**config.mk**
```make
export PLATFORM = sky130hd
export DESIGN_NAME = thermistor_fan_speed_controller_flat
export DESIGN_NICKNAME = d
export VERILOG_FILES = /design/src/hdl/tfsc_pkg.sv /design/src/hdl/tfsc_if.sv /design/src/hdl/tfsc_div.sv /design/src/hdl/thermistor_fan_speed_controller.sv /design/src/flat_wrapper.sv
export SDC_FILE = /design/constraint.sdc
export NUM_CORES = 2
export LEC_CHECK = 0
export BUFFER_PORTS_ARGS = -buffer_cell sky130_fd_sc_hd__buf_2
export CAP_MARGIN = 10
export CORE_MARGIN = 2
export CORE_UTILIZATION = 50
export CTS_BUF_LIST = sky130_fd_sc_hd__clkbuf_8
export CTS_CLUSTER_DIAMETER = 40
export DETAILED_ROUTE_END_ITERATION = 16
export PLACE_DENSITY_LB_ADDON = 0.05
export SYNTH_ARGS = -nofsm -noshare
export SYNTH_HDL_FRONTEND = slang
export SYNTH_SLANG_ARGS = --single-unit
```
**constraint.sdc**
```tcl
create_clock -name clk -period 8.9 [get_ports clk]
set_input_delay 0.89 -clock clk [delete_from_list [all_inputs] [get_ports clk]]
set_output_delay 0.89 -clock clk [all_outputs]
set_load 0.05 [all_outputs]
```
**src/hdl/tfsc_pkg.sv**
```systemverilog
// shared types, constants and calibration table of the thermistor fan speed controller
// no dependencies; imported by the interfaces, the top level and the checker
package tfsc_pkg;

    localparam int TABLE_POINTS = 10;
    localparam int TIDX_W       = $clog2(TABLE_POINTS);
    localparam int ADC_BITS_DEF = 10;
    localparam int CODE_W       = 16;
    localparam int DEG_W        = 6;
    localparam int PCT_W        = 7;
    localparam int PWM_W        = 16;
    localparam int MS_W         = 32;
    localparam int CFG_W        = 16;
    localparam int CFG_IDX_W    = 3;
    localparam int MUL_A_W      = PWM_W + 1;
    localparam int MUL_B_W      = PCT_W;
    localparam int DIV_W        = MUL_A_W + MUL_B_W;

    // reciprocal of 100 scaled by 2^31, exact for any 24-bit dividend
    localparam int RECIP_W     = 25;
    localparam int RECIP_SHIFT = 31;
    localparam logic [RECIP_W-1:0] PCT_RECIP = 25'd21474837;

    localparam logic [PCT_W-1:0] PCT_FULL = 7'd100;

    localparam logic [CODE_W-1:0] CAL_CODE [TABLE_POINTS] =
        '{16'd350, 16'd396, 16'd455, 16'd489, 16'd512,
          16'd541, 16'd568, 16'd595, 16'd620, 16'd668};
    localparam logic [DEG_W-1:0] CAL_DEG [TABLE_POINTS] =
        '{6'd10, 6'd15, 6'd20, 6'd24, 6'd25, 6'd28, 6'd30, 6'd32, 6'd35, 6'd40};

    localparam logic [DEG_W-1:0] TEMP_MIN = CAL_DEG[0];
    localparam logic [DEG_W-1:0] TEMP_MAX = CAL_DEG[TABLE_POINTS-1];

    localparam logic [PWM_W-1:0] PWM_PERIOD_RST    = 16'd999;
    localparam logic [CFG_W-1:0] SAMPLE_PERIOD_RST = 16'd100;
    localparam logic [CFG_W-1:0] DEBOUNCE_RST      = 16'd40;
    localparam logic [DEG_W-1:0] TEMP_LOW_RST      = 6'd24;
    localparam logic [DEG_W-1:0] TEMP_MID_RST      = 6'd28;
    localparam logic [DEG_W-1:0] TEMP_HIGH_RST     = 6'd32;
    localparam logic [PCT_W-1:0] LOW_DUTY_RST      = 7'd35;
    localparam logic [PCT_W-1:0] MID_DUTY_RST      = 7'd65;

    typedef enum logic [CFG_IDX_W-1:0] {
        CFG_PWM_PERIOD,
        CFG_SAMPLE_PERIOD,
        CFG_DEBOUNCE,
        CFG_TEMP_LOW,
        CFG_TEMP_MID,
        CFG_TEMP_HIGH,
        CFG_LOW_DUTY,
        CFG_MID_DUTY
    } cfg_index_t;

    typedef enum logic [1:0] {
        ACT_TICK,
        ACT_BUTTON,
        ACT_SAMPLE
    } action_t;

endpackage

```
**src/hdl/tfsc_if.sv**
```systemverilog
// valid/ready channel interfaces: event transactions in, status transactions out
// depends on tfsc_pkg
interface tfsc_req_if import tfsc_pkg::*; #(
    parameter int ADC_BITS = ADC_BITS_DEF
) ();
    logic                valid;
    logic                ready;
    logic [1:0]          action;
    logic                button_level;
    logic [ADC_BITS-1:0] sample_value;

    modport source (output valid, action, button_level, sample_value, input ready);
    modport sink   (input valid, action, button_level, sample_value, output ready);
endinterface

interface tfsc_rsp_if import tfsc_pkg::*; ();
    logic             valid;
    logic             ready;
    logic [PWM_W-1:0] duty_ticks;
    logic             manual_mode;
    logic             sample_request;
    logic [DEG_W-1:0] temperature;

    modport source (output valid, duty_ticks, manual_mode, sample_request, temperature,
                    input ready);
    modport sink   (input valid, duty_ticks, manual_mode, sample_request, temperature,
                    output ready);
endinterface

```
**src/hdl/tfsc_div.sv**
```systemverilog
// restoring serial divider, one quotient bit per cycle
// depends on nothing but its parameters
module tfsc_div #(
    parameter int DIVIDEND_W = 24,
    parameter int DIVISOR_W  = 10
) (
    input  logic                  clk,
    input  logic                  rst_n,
    input  logic                  start,
    input  logic [DIVIDEND_W-1:0] dividend,
    input  logic [DIVISOR_W-1:0]  divisor,
    output logic                  done,
    output logic [DIVIDEND_W-1:0] quotient
);

    localparam int CNT_W = $clog2(DIVIDEND_W + 1);

    logic [DIVISOR_W-1:0]  rem_reg, rem_next;
    logic [DIVIDEND_W-1:0] quo_reg, quo_next;
    logic [DIVISOR_W-1:0]  den_reg, den_next;
    logic [CNT_W-1:0]      cnt_reg, cnt_next;
    logic                  done_reg, done_next;

    logic [DIVISOR_W:0] shifted;
    logic [DIVISOR_W:0] diff;
    logic               fits;

    always_comb
    begin
        shifted   = {rem_reg, quo_reg[DIVIDEND_W-1]};
        diff      = shifted - {1'b0, den_reg};
        fits      = (shifted >= {1'b0, den_reg});
        rem_next  = rem_reg;
        quo_next  = quo_reg;
        den_next  = den_reg;
        cnt_next  = cnt_reg;
        done_next = 1'b0;
        if (start)
        begin
            rem_next = '0;
            quo_next = dividend;
            den_next = divisor;
            cnt_next = CNT_W'(DIVIDEND_W);
        end
        else if (cnt_reg != '0)
        begin
            rem_next  = fits ? diff[DIVISOR_W-1:0] : shifted[DIVISOR_W-1:0];
            quo_next  = {quo_reg[DIVIDEND_W-2:0], fits};
            cnt_next  = cnt_reg - 1'b1;
            done_next = (cnt_reg == CNT_W'(1));
        end
    end

    always_ff @(posedge clk or negedge rst_n)
    begin
        if (!rst_n)
        begin
            cnt_reg  <= '0;
            done_reg <= 1'b0;
        end
        else
        begin
            cnt_reg  <= cnt_next;
            done_reg <= done_next;
        end
    end

    always_ff @(posedge clk)
    begin
        rem_reg <= rem_next;
        quo_reg <= quo_next;
        den_reg <= den_next;
    end

    assign done     = done_reg;
    assign quotient = quo_reg;

endmodule

```
**src/hdl/thermistor_fan_speed_controller.sv**
```systemverilog
// thermistor fan speed controller top level: sequencer, state and configuration registers
// depends on tfsc_pkg, tfsc_if and tfsc_div
//
// usage
// - req channel carries one event per transaction: a 1 ms tick, a button edge with
//   its pin level, or an adc sample; rsp channel returns exactly one status
//   transaction per event (duty, mode, sample request, last temperature)
// - configuration: cfg_we with cfg_index and cfg_data writes one register; write
//   only while no event is in flight
// - tick, button and unused codes go from dispatch straight to the result; a
//   manual sample scales the adc code to a percent and then to duty ticks
// - an auto sample walks the calibration table one point per cycle (up to 10) and,
//   between two points, interpolates with one serial division of dividend width;
//   percent and duty scaling use a shift-add and a reciprocal multiply
// - one event at a time: req.ready is high only while the sequencer is idle
// - the result sits in an output register; the next event is accepted while it
//   waits, and a stalled receiver holds the sequencer at its last step
// - reset: auto mode, duty zero, temperature zero, sample request set, counters
//   cleared, registers at their default values
module thermistor_fan_speed_controller import tfsc_pkg::*; #(
    parameter int ADC_BITS = ADC_BITS_DEF
) (
    input  logic                 clk,
    input  logic                 rst_n,
    input  logic                 cfg_we,
    input  logic [CFG_IDX_W-1:0] cfg_index,
    input  logic [CFG_W-1:0]     cfg_data,
    tfsc_req_if.sink             req,
    tfsc_rsp_if.source           rsp
);

    typedef enum logic [3:0] {
        ST_IDLE,
        ST_DISPATCH,
        ST_WALK,
        ST_MUL,
        ST_DIV_GO,
        ST_DIV_WAIT,
        ST_SCALE,
        ST_CLAMP,
        ST_THRESH,
        ST_PCT,
        ST_FINISH
    } state_t;

    typedef enum logic [1:0] {
        PUR_INTERP,
        PUR_MANUAL,
        PUR_DUTY
    } purpose_t;

    // configuration registers
    logic [PWM_W-1:0] pwm_period_reg;
    logic [CFG_W-1:0] sample_period_reg;
    logic [CFG_W-1:0] debounce_reg;
    logic [DEG_W-1:0] temp_low_reg;
    logic [DEG_W-1:0] temp_mid_reg;
    logic [DEG_W-1:0] temp_high_reg;
    logic [PCT_W-1:0] low_duty_reg;
    logic [PCT_W-1:0] mid_duty_reg;

    always_ff @(posedge clk or negedge rst_n)
    begin
        if (!rst_n)
        begin
            pwm_period_reg    <= PWM_PERIOD_RST;
            sample_period_reg <= SAMPLE_PERIOD_RST;
            debounce_reg      <= DEBOUNCE_RST;
            temp_low_reg      <= TEMP_LOW_RST;
            temp_mid_reg      <= TEMP_MID_RST;
            temp_high_reg     <= TEMP_HIGH_RST;
            low_duty_reg      <= LOW_DUTY_RST;
            mid_duty_reg      <= MID_DUTY_RST;
        end
        else if (cfg_we)
        begin
            case (cfg_index_t'(cfg_index))
                CFG_PWM_PERIOD:    pwm_period_reg    <= cfg_data;
                CFG_SAMPLE_PERIOD: sample_period_reg <= cfg_data;
                CFG_DEBOUNCE:      debounce_reg      <= cfg_data;
                CFG_TEMP_LOW:      temp_low_reg      <= cfg_data[DEG_W-1:0];
                CFG_TEMP_MID:      temp_mid_reg      <= cfg_data[DEG_W-1:0];
                CFG_TEMP_HIGH:     temp_high_reg     <= cfg_data[DEG_W-1:0];
                CFG_LOW_DUTY:      low_duty_reg      <= cfg_data[PCT_W-1:0];
                CFG_MID_DUTY:      mid_duty_reg      <= cfg_data[PCT_W-1:0];
                default:           pwm_period_reg    <= pwm_period_reg;
            endcase
        end
    end

    state_t              state_reg, state_next;
    logic [1:0]          action_reg, action_next;
    logic                level_reg, level_next;
    logic [ADC_BITS-1:0] sample_reg, sample_next;
    logic [MS_W-1:0]     ms_reg, ms_next;
    logic [MS_W-1:0]     press_reg, press_next;
    logic [CFG_W-1:0]    sdiv_reg, sdiv_next;
    logic                mode_reg, mode_next;
    logic                pending_reg, pending_next;
    logic [PWM_W-1:0]    duty_reg, duty_next;
    logic [DEG_W-1:0]    temp_reg, temp_next;
    logic [TIDX_W-1:0]   idx_reg, idx_next;
    logic [DEG_W-1:0]    y0_reg, y0_next;
    logic [PCT_W-1:0]    pct_reg, pct_next;
    logic [MUL_A_W-1:0]  mul_a_reg, mul_a_next;
    logic [MUL_B_W-1:0]  mul_b_reg, mul_b_next;
    logic [DIV_W-1:0]    prod_reg, prod_next;
    logic [ADC_BITS-1:0] den_reg, den_next;
    purpose_t            purpose_reg, purpose_next;
    logic                rsp_valid_reg, rsp_valid_next;
    logic [PWM_W-1:0]    rsp_duty_reg, rsp_duty_next;
    logic                rsp_mode_reg, rsp_mode_next;
    logic                rsp_pending_reg, rsp_pending_next;
    logic [DEG_W-1:0]    rsp_temp_reg, rsp_temp_next;

    logic              div_start;
    logic              div_done;
    logic [DIV_W-1:0]  div_quotient;

    logic [CFG_W-1:0]  sdiv_inc;
    logic [MS_W-1:0]   press_gap;
    logic [TIDX_W-1:0] idx_prev;
    logic [CODE_W-1:0] sample_ext;
    logic [CODE_W-1:0] x0;
    logic [CODE_W-1:0] x1;
    logic [CODE_W-1:0] dx;
    logic [CODE_W-1:0] dcode;
    logic [DEG_W-1:0]  dy;

    logic [DIV_W-1:0]         scale_sum;
    logic [DIV_W+RECIP_W-1:0] recip_prod;

    tfsc_div #(
        .DIVIDEND_W (DIV_W),
        .DIVISOR_W  (ADC_BITS)
    ) u_div (
        .clk      (clk),
        .rst_n    (rst_n),
        .start    (div_start),
        .dividend (prod_reg),
        .divisor  (den_reg),
        .done     (div_done),
        .quotient (div_quotient)
    );

    assign div_start = (state_reg == ST_DIV_GO);

    always_comb
    begin
        sdiv_inc   = sdiv_reg + 1'b1;
        press_gap  = ms_reg - press_reg;
        idx_prev   = idx_reg - 1'b1;
        sample_ext = CODE_W'(sample_reg);
        x1         = CAL_CODE[idx_reg];
        x0         = CAL_CODE[idx_prev];
        dx         = sample_ext - x0;
        dcode      = x1 - x0;
        dy         = CAL_DEG[idx_reg] - CAL_DEG[idx_prev];
        // divide by full scale 2^n - 1 as a shift-add, exact while the quotient stays small
        scale_sum  = prod_reg + (prod_reg >> ADC_BITS) + 1'b1;
        recip_prod = prod_reg * PCT_RECIP;

        state_next       = state_reg;
        action_next      = action_reg;
        level_next       = level_reg;
        sample_next      = sample_reg;
        ms_next          = ms_reg;
        press_next       = press_reg;
        sdiv_next        = sdiv_reg;
        mode_next        = mode_reg;
        pending_next     = pending_reg;
        duty_next        = duty_reg;
        temp_next        = temp_reg;
        idx_next         = idx_reg;
        y0_next          = y0_reg;
        pct_next         = pct_reg;
        mul_a_next       = mul_a_reg;
        mul_b_next       = mul_b_reg;
        prod_next        = prod_reg;
        den_next         = den_reg;
        purpose_next     = purpose_reg;
        rsp_valid_next   = rsp_valid_reg && !rsp.ready;
        rsp_duty_next    = rsp_duty_reg;
        rsp_mode_next    = rsp_mode_reg;
        rsp_pending_next = rsp_pending_reg;
        rsp_temp_next    = rsp_temp_reg;

        case (state_reg)
            ST_IDLE:
            begin
                if (req.valid)
                begin
                    action_next = req.action;
                    level_next  = req.button_level;
                    sample_next = req.sample_value;
                    state_next  = ST_DISPATCH;
                end
            end
            ST_DISPATCH:
            begin
                state_next = ST_FINISH;
                case (action_t'(action_reg))
                    ACT_TICK:
                    begin
                        ms_next   = ms_reg + 1'b1;
                        sdiv_next = sdiv_inc;
                        if (sdiv_inc >= sample_period_reg)
                        begin
                            sdiv_next    = '0;
                            pending_next = 1'b1;
                        end
                    end
                    ACT_BUTTON:
                    begin
                        if (press_gap >= MS_W'(debounce_reg))
                        begin
                            press_next = ms_reg;
                            if (!level_reg)
                            begin
                                mode_next    = !mode_reg;
                                pending_next = 1'b1;
                            end
                        end
                    end
                    ACT_SAMPLE:
                    begin
                        pending_next = 1'b0;
                        if (mode_reg)
                        begin
                            mul_a_next   = MUL_A_W'(sample_reg);
                            mul_b_next   = PCT_FULL;
                            purpose_next = PUR_MANUAL;
                            state_next   = ST_MUL;
                        end
                        else
                        begin
                            idx_next   = '0;
                            state_next = ST_WALK;
                        end
                    end
                    default:
                    begin
                        state_next = ST_FINISH;
                    end
                endcase
            end
            ST_WALK:
            begin
                if (sample_ext <= x1)
                begin
                    if (idx_reg == '0)
                    begin
                        temp_next  = CAL_DEG[0];
                        state_next = ST_THRESH;
                    end
                    else
                    begin
                        y0_next      = CAL_DEG[idx_prev];
                        mul_a_next   = MUL_A_W'(dx);
                        mul_b_next   = MUL_B_W'(dy);
                        den_next     = ADC_BITS'(dcode);
                        purpose_next = PUR_INTERP;
                        state_next   = ST_MUL;
                    end
                end
                else if (idx_reg == TIDX_W'(TABLE_POINTS - 1))
                begin
                    temp_next  = TEMP_MAX;
                    state_next = ST_THRESH;
                end
                else
                begin
                    idx_next = idx_reg + 1'b1;
                end
            end
            ST_MUL:
            begin
                prod_next = mul_a_reg * mul_b_reg;
                if (purpose_reg == PUR_INTERP)
                    state_next = ST_DIV_GO;
                else
                    state_next = ST_SCALE;
            end
            ST_DIV_GO:
            begin
                state_next = ST_DIV_WAIT;
            end
            ST_DIV_WAIT:
            begin
                if (div_done)
                begin
                    temp_next  = y0_reg + div_quotient[DEG_W-1:0];
                    state_next = ST_THRESH;
                end
            end
            ST_SCALE:
            begin
                if (purpose_reg == PUR_MANUAL)
                begin
                    pct_next   = PCT_W'(scale_sum >> ADC_BITS);
                    state_next = ST_PCT;
                end
                else
                begin
                    prod_next  = DIV_W'(recip_prod >> RECIP_SHIFT);
                    state_next = ST_CLAMP;
                end
            end
            ST_CLAMP:
            begin
                if (prod_reg > DIV_W'(pwm_period_reg))
                    duty_next = pwm_period_reg;
                else
                    duty_next = prod_reg[PWM_W-1:0];
                state_next = ST_FINISH;
            end
            ST_THRESH:
            begin
                if (temp_reg < temp_low_reg)
                    pct_next = '0;
                else if (temp_reg < temp_mid_reg)
                    pct_next = low_duty_reg;
                else if (temp_reg < temp_high_reg)
                    pct_next = mid_duty_reg;
                else
                    pct_next = PCT_FULL;
                state_next = ST_PCT;
            end
            ST_PCT:
            begin
                if (pct_reg >= PCT_FULL)
                begin
                    duty_next  = pwm_period_reg;
                    state_next = ST_FINISH;
                end
                else
                begin
                    mul_a_next   = MUL_A_W'(pwm_period_reg) + 1'b1;
                    mul_b_next   = pct_reg;
                    purpose_next = PUR_DUTY;
                    state_next   = ST_MUL;
                end
            end
            ST_FINISH:
            begin
                if (!rsp_valid_reg || rsp.ready)
                begin
                    rsp_valid_next   = 1'b1;
                    rsp_duty_next    = duty_reg;
                    rsp_mode_next    = mode_reg;
                    rsp_pending_next = pending_reg;
                    rsp_temp_next    = temp_reg;
                    state_next       = ST_IDLE;
                end
            end
            default:
            begin
                state_next = ST_IDLE;
            end
        endcase
    end

    always_ff @(posedge clk or negedge rst_n)
    begin
        if (!rst_n)
        begin
            state_reg       <= ST_IDLE;
            action_reg      <= '0;
            level_reg       <= 1'b1;
            sample_reg      <= '0;
            ms_reg          <= '0;
            press_reg       <= '0;
            sdiv_reg        <= '0;
            mode_reg        <= 1'b0;
            pending_reg     <= 1'b1;
            duty_reg        <= '0;
            temp_reg        <= '0;
            idx_reg         <= '0;
            y0_reg          <= '0;
            pct_reg         <= '0;
            mul_a_reg       <= '0;
            mul_b_reg       <= '0;
            prod_reg        <= '0;
            den_reg         <= '0;
            purpose_reg     <= PUR_INTERP;
            rsp_valid_reg   <= 1'b0;
            rsp_duty_reg    <= '0;
            rsp_mode_reg    <= 1'b0;
            rsp_pending_reg <= 1'b0;
            rsp_temp_reg    <= '0;
        end
        else
        begin
            state_reg       <= state_next;
            action_reg      <= action_next;
            level_reg       <= level_next;
            sample_reg      <= sample_next;
            ms_reg          <= ms_next;
            press_reg       <= press_next;
            sdiv_reg        <= sdiv_next;
            mode_reg        <= mode_next;
            pending_reg     <= pending_next;
            duty_reg        <= duty_next;
            temp_reg        <= temp_next;
            idx_reg         <= idx_next;
            y0_reg          <= y0_next;
            pct_reg         <= pct_next;
            mul_a_reg       <= mul_a_next;
            mul_b_reg       <= mul_b_next;
            prod_reg        <= prod_next;
            den_reg         <= den_next;
            purpose_reg     <= purpose_next;
            rsp_valid_reg   <= rsp_valid_next;
            rsp_duty_reg    <= rsp_duty_next;
            rsp_mode_reg    <= rsp_mode_next;
            rsp_pending_reg <= rsp_pending_next;
            rsp_temp_reg    <= rsp_temp_next;
        end
    end

    assign req.ready          = (state_reg == ST_IDLE);
    assign rsp.valid          = rsp_valid_reg;
    assign rsp.duty_ticks     = rsp_duty_reg;
    assign rsp.manual_mode    = rsp_mode_reg;
    assign rsp.sample_request = rsp_pending_reg;
    assign rsp.temperature    = rsp_temp_reg;

endmodule

```
**src/flat_wrapper.sv**
```systemverilog
// flat-port wrapper written by rule: the top's interface ports become plain ports
module thermistor_fan_speed_controller_flat import tfsc_pkg::*;
#(
    parameter int ADC_BITS = ADC_BITS_DEF
)
  (clk, rst_n, cfg_we, cfg_index, cfg_data, req_valid, req_action, req_button_level, req_sample_value, req_ready, rsp_valid, rsp_duty_ticks, rsp_manual_mode, rsp_sample_request, rsp_temperature, rsp_ready);
  tfsc_req_if #(.ADC_BITS(ADC_BITS)) req_i ();
  tfsc_rsp_if rsp_i ();
  input  logic clk;
  input  logic rst_n;
  input  logic cfg_we;
  input  logic [CFG_IDX_W-1:0] cfg_index;
  input  logic [CFG_W-1:0] cfg_data;
  input wire logic [$bits(req_i.valid)-1:0] req_valid;
  input wire logic [$bits(req_i.action)-1:0] req_action;
  input wire logic [$bits(req_i.button_level)-1:0] req_button_level;
  input wire logic [$bits(req_i.sample_value)-1:0] req_sample_value;
  output wire logic [$bits(req_i.ready)-1:0] req_ready;
  output wire logic [$bits(rsp_i.valid)-1:0] rsp_valid;
  output wire logic [$bits(rsp_i.duty_ticks)-1:0] rsp_duty_ticks;
  output wire logic [$bits(rsp_i.manual_mode)-1:0] rsp_manual_mode;
  output wire logic [$bits(rsp_i.sample_request)-1:0] rsp_sample_request;
  output wire logic [$bits(rsp_i.temperature)-1:0] rsp_temperature;
  input wire logic [$bits(rsp_i.ready)-1:0] rsp_ready;
  assign req_i.valid = req_valid;
  assign req_i.action = req_action;
  assign req_i.button_level = req_button_level;
  assign req_i.sample_value = req_sample_value;
  assign req_ready = req_i.ready;
  assign rsp_valid = rsp_i.valid;
  assign rsp_duty_ticks = rsp_i.duty_ticks;
  assign rsp_manual_mode = rsp_i.manual_mode;
  assign rsp_sample_request = rsp_i.sample_request;
  assign rsp_temperature = rsp_i.temperature;
  assign rsp_i.ready = rsp_ready;
  thermistor_fan_speed_controller #(.ADC_BITS(ADC_BITS)) u_core (.clk(clk), .rst_n(rst_n), .cfg_we(cfg_we), .cfg_index(cfg_index), .cfg_data(cfg_data), .req(req_i), .rsp(rsp_i));
endmodule
```
==> flow_summary.ini <==
[cts]
clk_pin_slew_ns = 0.06
insertion_delay_ns = 0.69
cts.htree.levels = 3
cts_tree = built
cts.sinks = 353
cts_buffers = 81
hold_buffers = 0
post_cts_buffers = 0
cts_resized = 0
cts_root_buf = clkbuf_8
clk_path_buf_depth = 3

[synth]
yosys.area.top_type = dfrtp_1
seq_area_frac_synth_pct = 26.2
synthesis.nets = 4385
synth_area_leaders = dfrtp_1 21%, ha_1 17%, fa_1 16%
syn_area_mm2 = 0.0343
yosysMostFrequentCell = inv_1
async_flop_share_pct = 87.5
synth-main-ff-cell = dfrtp_1
synth_area_per_cell_um2 = 9.55
synth.cells.most_frequent = 573 x inv_1, 470 x ha_1, 349 x nand2_1
synth_top_area_share_pct = 20.6
synth-edff-count = 34
synth_seq_cells = 353
synth_cell_type_count = 80
netlist_instances = 3597
ys_warn_count = 0

[setup_path]
critPathLaunchType = flop
path_delay_family = adder cells
reg2reg_depth = 23
crit_arrival_ns = 8.08
reg2reg_from = u_core.prod_reg[7]$_DFFE_PN0P_
critPathBufInv = 6
critPathRequiredTime_ns = 9.47
r2r_setup_slack_ns = 1.40
crit_chain = inv_1 > fa_1 > inv_1 > fa_1 > inv_1 > fa_1 > inv_1 > fa_1 > fa_1 > fa_1 > inv_1 > fa_1 > inv_1 > ha_1 > nand2_1 > nor2_1 > a22oi_1 > o2111a_1 > o21ai_0 > a21oi_1 > mux2i_1 > o21ai_0 > o211ai_1
path_class = reg -> reg
worstSetupEndpointType = flop
cp_common_cell = fa_1
cp_max_fo = 11
endpoint = u_core.prod_reg[14]$_DFFE_PN0P_
cpPeakStageDelay_ns = 0.79
cp_slowest_cell = dfrtp_1
startpoint = u_core.prod_reg[7]$_DFFE_PN0P_
r2r_end = u_core.prod_reg[14]$_DFFE_PN0P_
cp.depth = 23

[timing]
slew_violations = 0
worstMarginPinSlew_ns = 1.16
setup_tns_ns = 0
finalHoldViolCount = 0
setup_viol = 0
max_slew_margin_pct = 22.7
post-route-period-util_pct = 84.3
worst_clock_skew_ns = 0.0606
grt_setup_unrepaired = false
clock.fmax_ghz = 0.133
fin_crit_ns = 7.50

[floorplan]
initial_utilization_pct = 50.3
fp-row-count = 96
die_x_um = 266
ios = 63
coreArea_mm2 = 0.0683
die_height_um = 266
die-area_mm2 = 0.0708

[drt]
drt_iter0_drc = 1752
vias = 26234
routed_via_density = 5.68
drc = 0
routed_wl_um = 98100
first_pass_iters = 6
post_drt_wl_per_cell_um = 21.3
ant_nets = 0

[grt]
grt_max_degree = 156
overflow = 0
first_global_vias = 27168
grt_antenna_before_repair = 3
grt_pass1_wl_um = 155000
grt_use_total_pct = 28.5

[worst_hold_path]
hp-class = in -> async

[placed_design]
finalWeightedCongestion = 0.953
portBuffers = 62
place_area_mm2 = 0.0356
dpl.hpwl_um = 77900
dpl.cell_count = 4465

[layout]
drive_gt1_share_pct = 10.3
final_util_pct = 54.9
area_growth_pct = 9.18
fin_nets = 4454
fin_cells = 4616
stdcell_area_mm2 = 0.0375

[run_status]
status = finished, final reports clean

[run]
drv_cap = 0
==> final cells by class <==
type	count	area, um^2
diodes	3	7.51
clock buffers	88	1210
clock inverters	60	667
fillers	6233	30800
inverters	573	2150
multi-input cells	2569	22800
flip-flops and latches	353	8990
well taps	882	1100
repair buffers	88	528
==> stage by stage <==
stage	setup WS (ns)	hold slack (ns)
after floorplan	2.54	0.421
after global placement	1.68	0.430
after detailed placement	1.50	0.434
after CTS	1.45	0.268
after global routing	1.04	0.305
final	1.40	0.232
==> how the worst min path moves through the flow <==
stage	from	to	slack, ns	depth (start not counted)
final	rst_n	u_core.prod_reg[12]$_DFFE_PN0P_	0.23	1
after global routing	rst_n	u_core.prod_reg[17]$_DFFE_PN0P_	0.31	1
after CTS	rst_n	u_core.prod_reg[22]$_DFFE_PN0P_	0.27	1
after detailed placement	u_core.den_reg[3]$_DFFE_PN0P_	u_core.u_div.den_reg[3]$_DFFE_PP_	0.43	0
after global placement	u_core.den_reg[3]$_DFFE_PN0P_	u_core.u_div.den_reg[3]$_DFFE_PP_	0.43	0
after floorplan	u_core.den_reg[2]$_DFFE_PN0P_	u_core.u_div.den_reg[2]$_DFFE_PP_	0.42	0
==> layer usage <==
| layer | wire, um | global-route usage, % |
|---|---|---|
| met1 | 43800 | 39.5 |
| met3 | 7250 | 6.69 |
| met2 | 44500 | 44.4 |
| met5 | 13 | 0 |
| met4 | 2530 | 8.26 |
==> cells in the final DEF (no fill, tap or decap), types with 54 or more instances in the layout <==
master,instances
a21o_1,75
xnor2_1,99
fa_1,281
a21oi_1,178
buf_2,61
clkbuf_8,88
dfrtp_1,283
o21ai_0,219
mux2_2,86
nor2_1,143
xor2_1,54
inv_1,595
nand2_1,347
ha_1,470
nand3_1,58
==> worst reg2reg max path: stages (launching register included) <==
cell	delay (ns)
dfrtp_1	0.79
inv_1	0.27
fa_1	0.57
inv_1	0.10
fa_1	0.52
inv_1	0.06
fa_1	0.54
inv_1	0.06
fa_1	0.51
fa_1	0.44
fa_1	0.56
inv_1	0.06
fa_1	0.54
inv_1	0.04
ha_1	0.35
nand2_1	0.19
nor2_1	0.09
a22oi_1	0.29
o2111a_1	0.37
o21ai_0	0.19
a21oi_1	0.41
mux2i_1	0.25
o21ai_0	0.11
o211ai_1	0.12
==> logic make-up (layout without fill, tap and decap cells) <==
family	after synthesis	after routing	share of synthesized area [%]
flip-flops	353	353	26.2
multiplexers	147	147	5.02
other	0	3	0
AO/OA/AOI/OAI	713	713	12.9
buffers and inverters	675	809	7.48
XOR/XNOR	153	153	3.90
AND/OR/NAND/NOR	805	805	11.0
adder cells (fa/ha/maj)	751	751	33.5
Power is not shown: default switching activity piles up to over one toggle a cycle in this logic, so the estimate is an artifact.
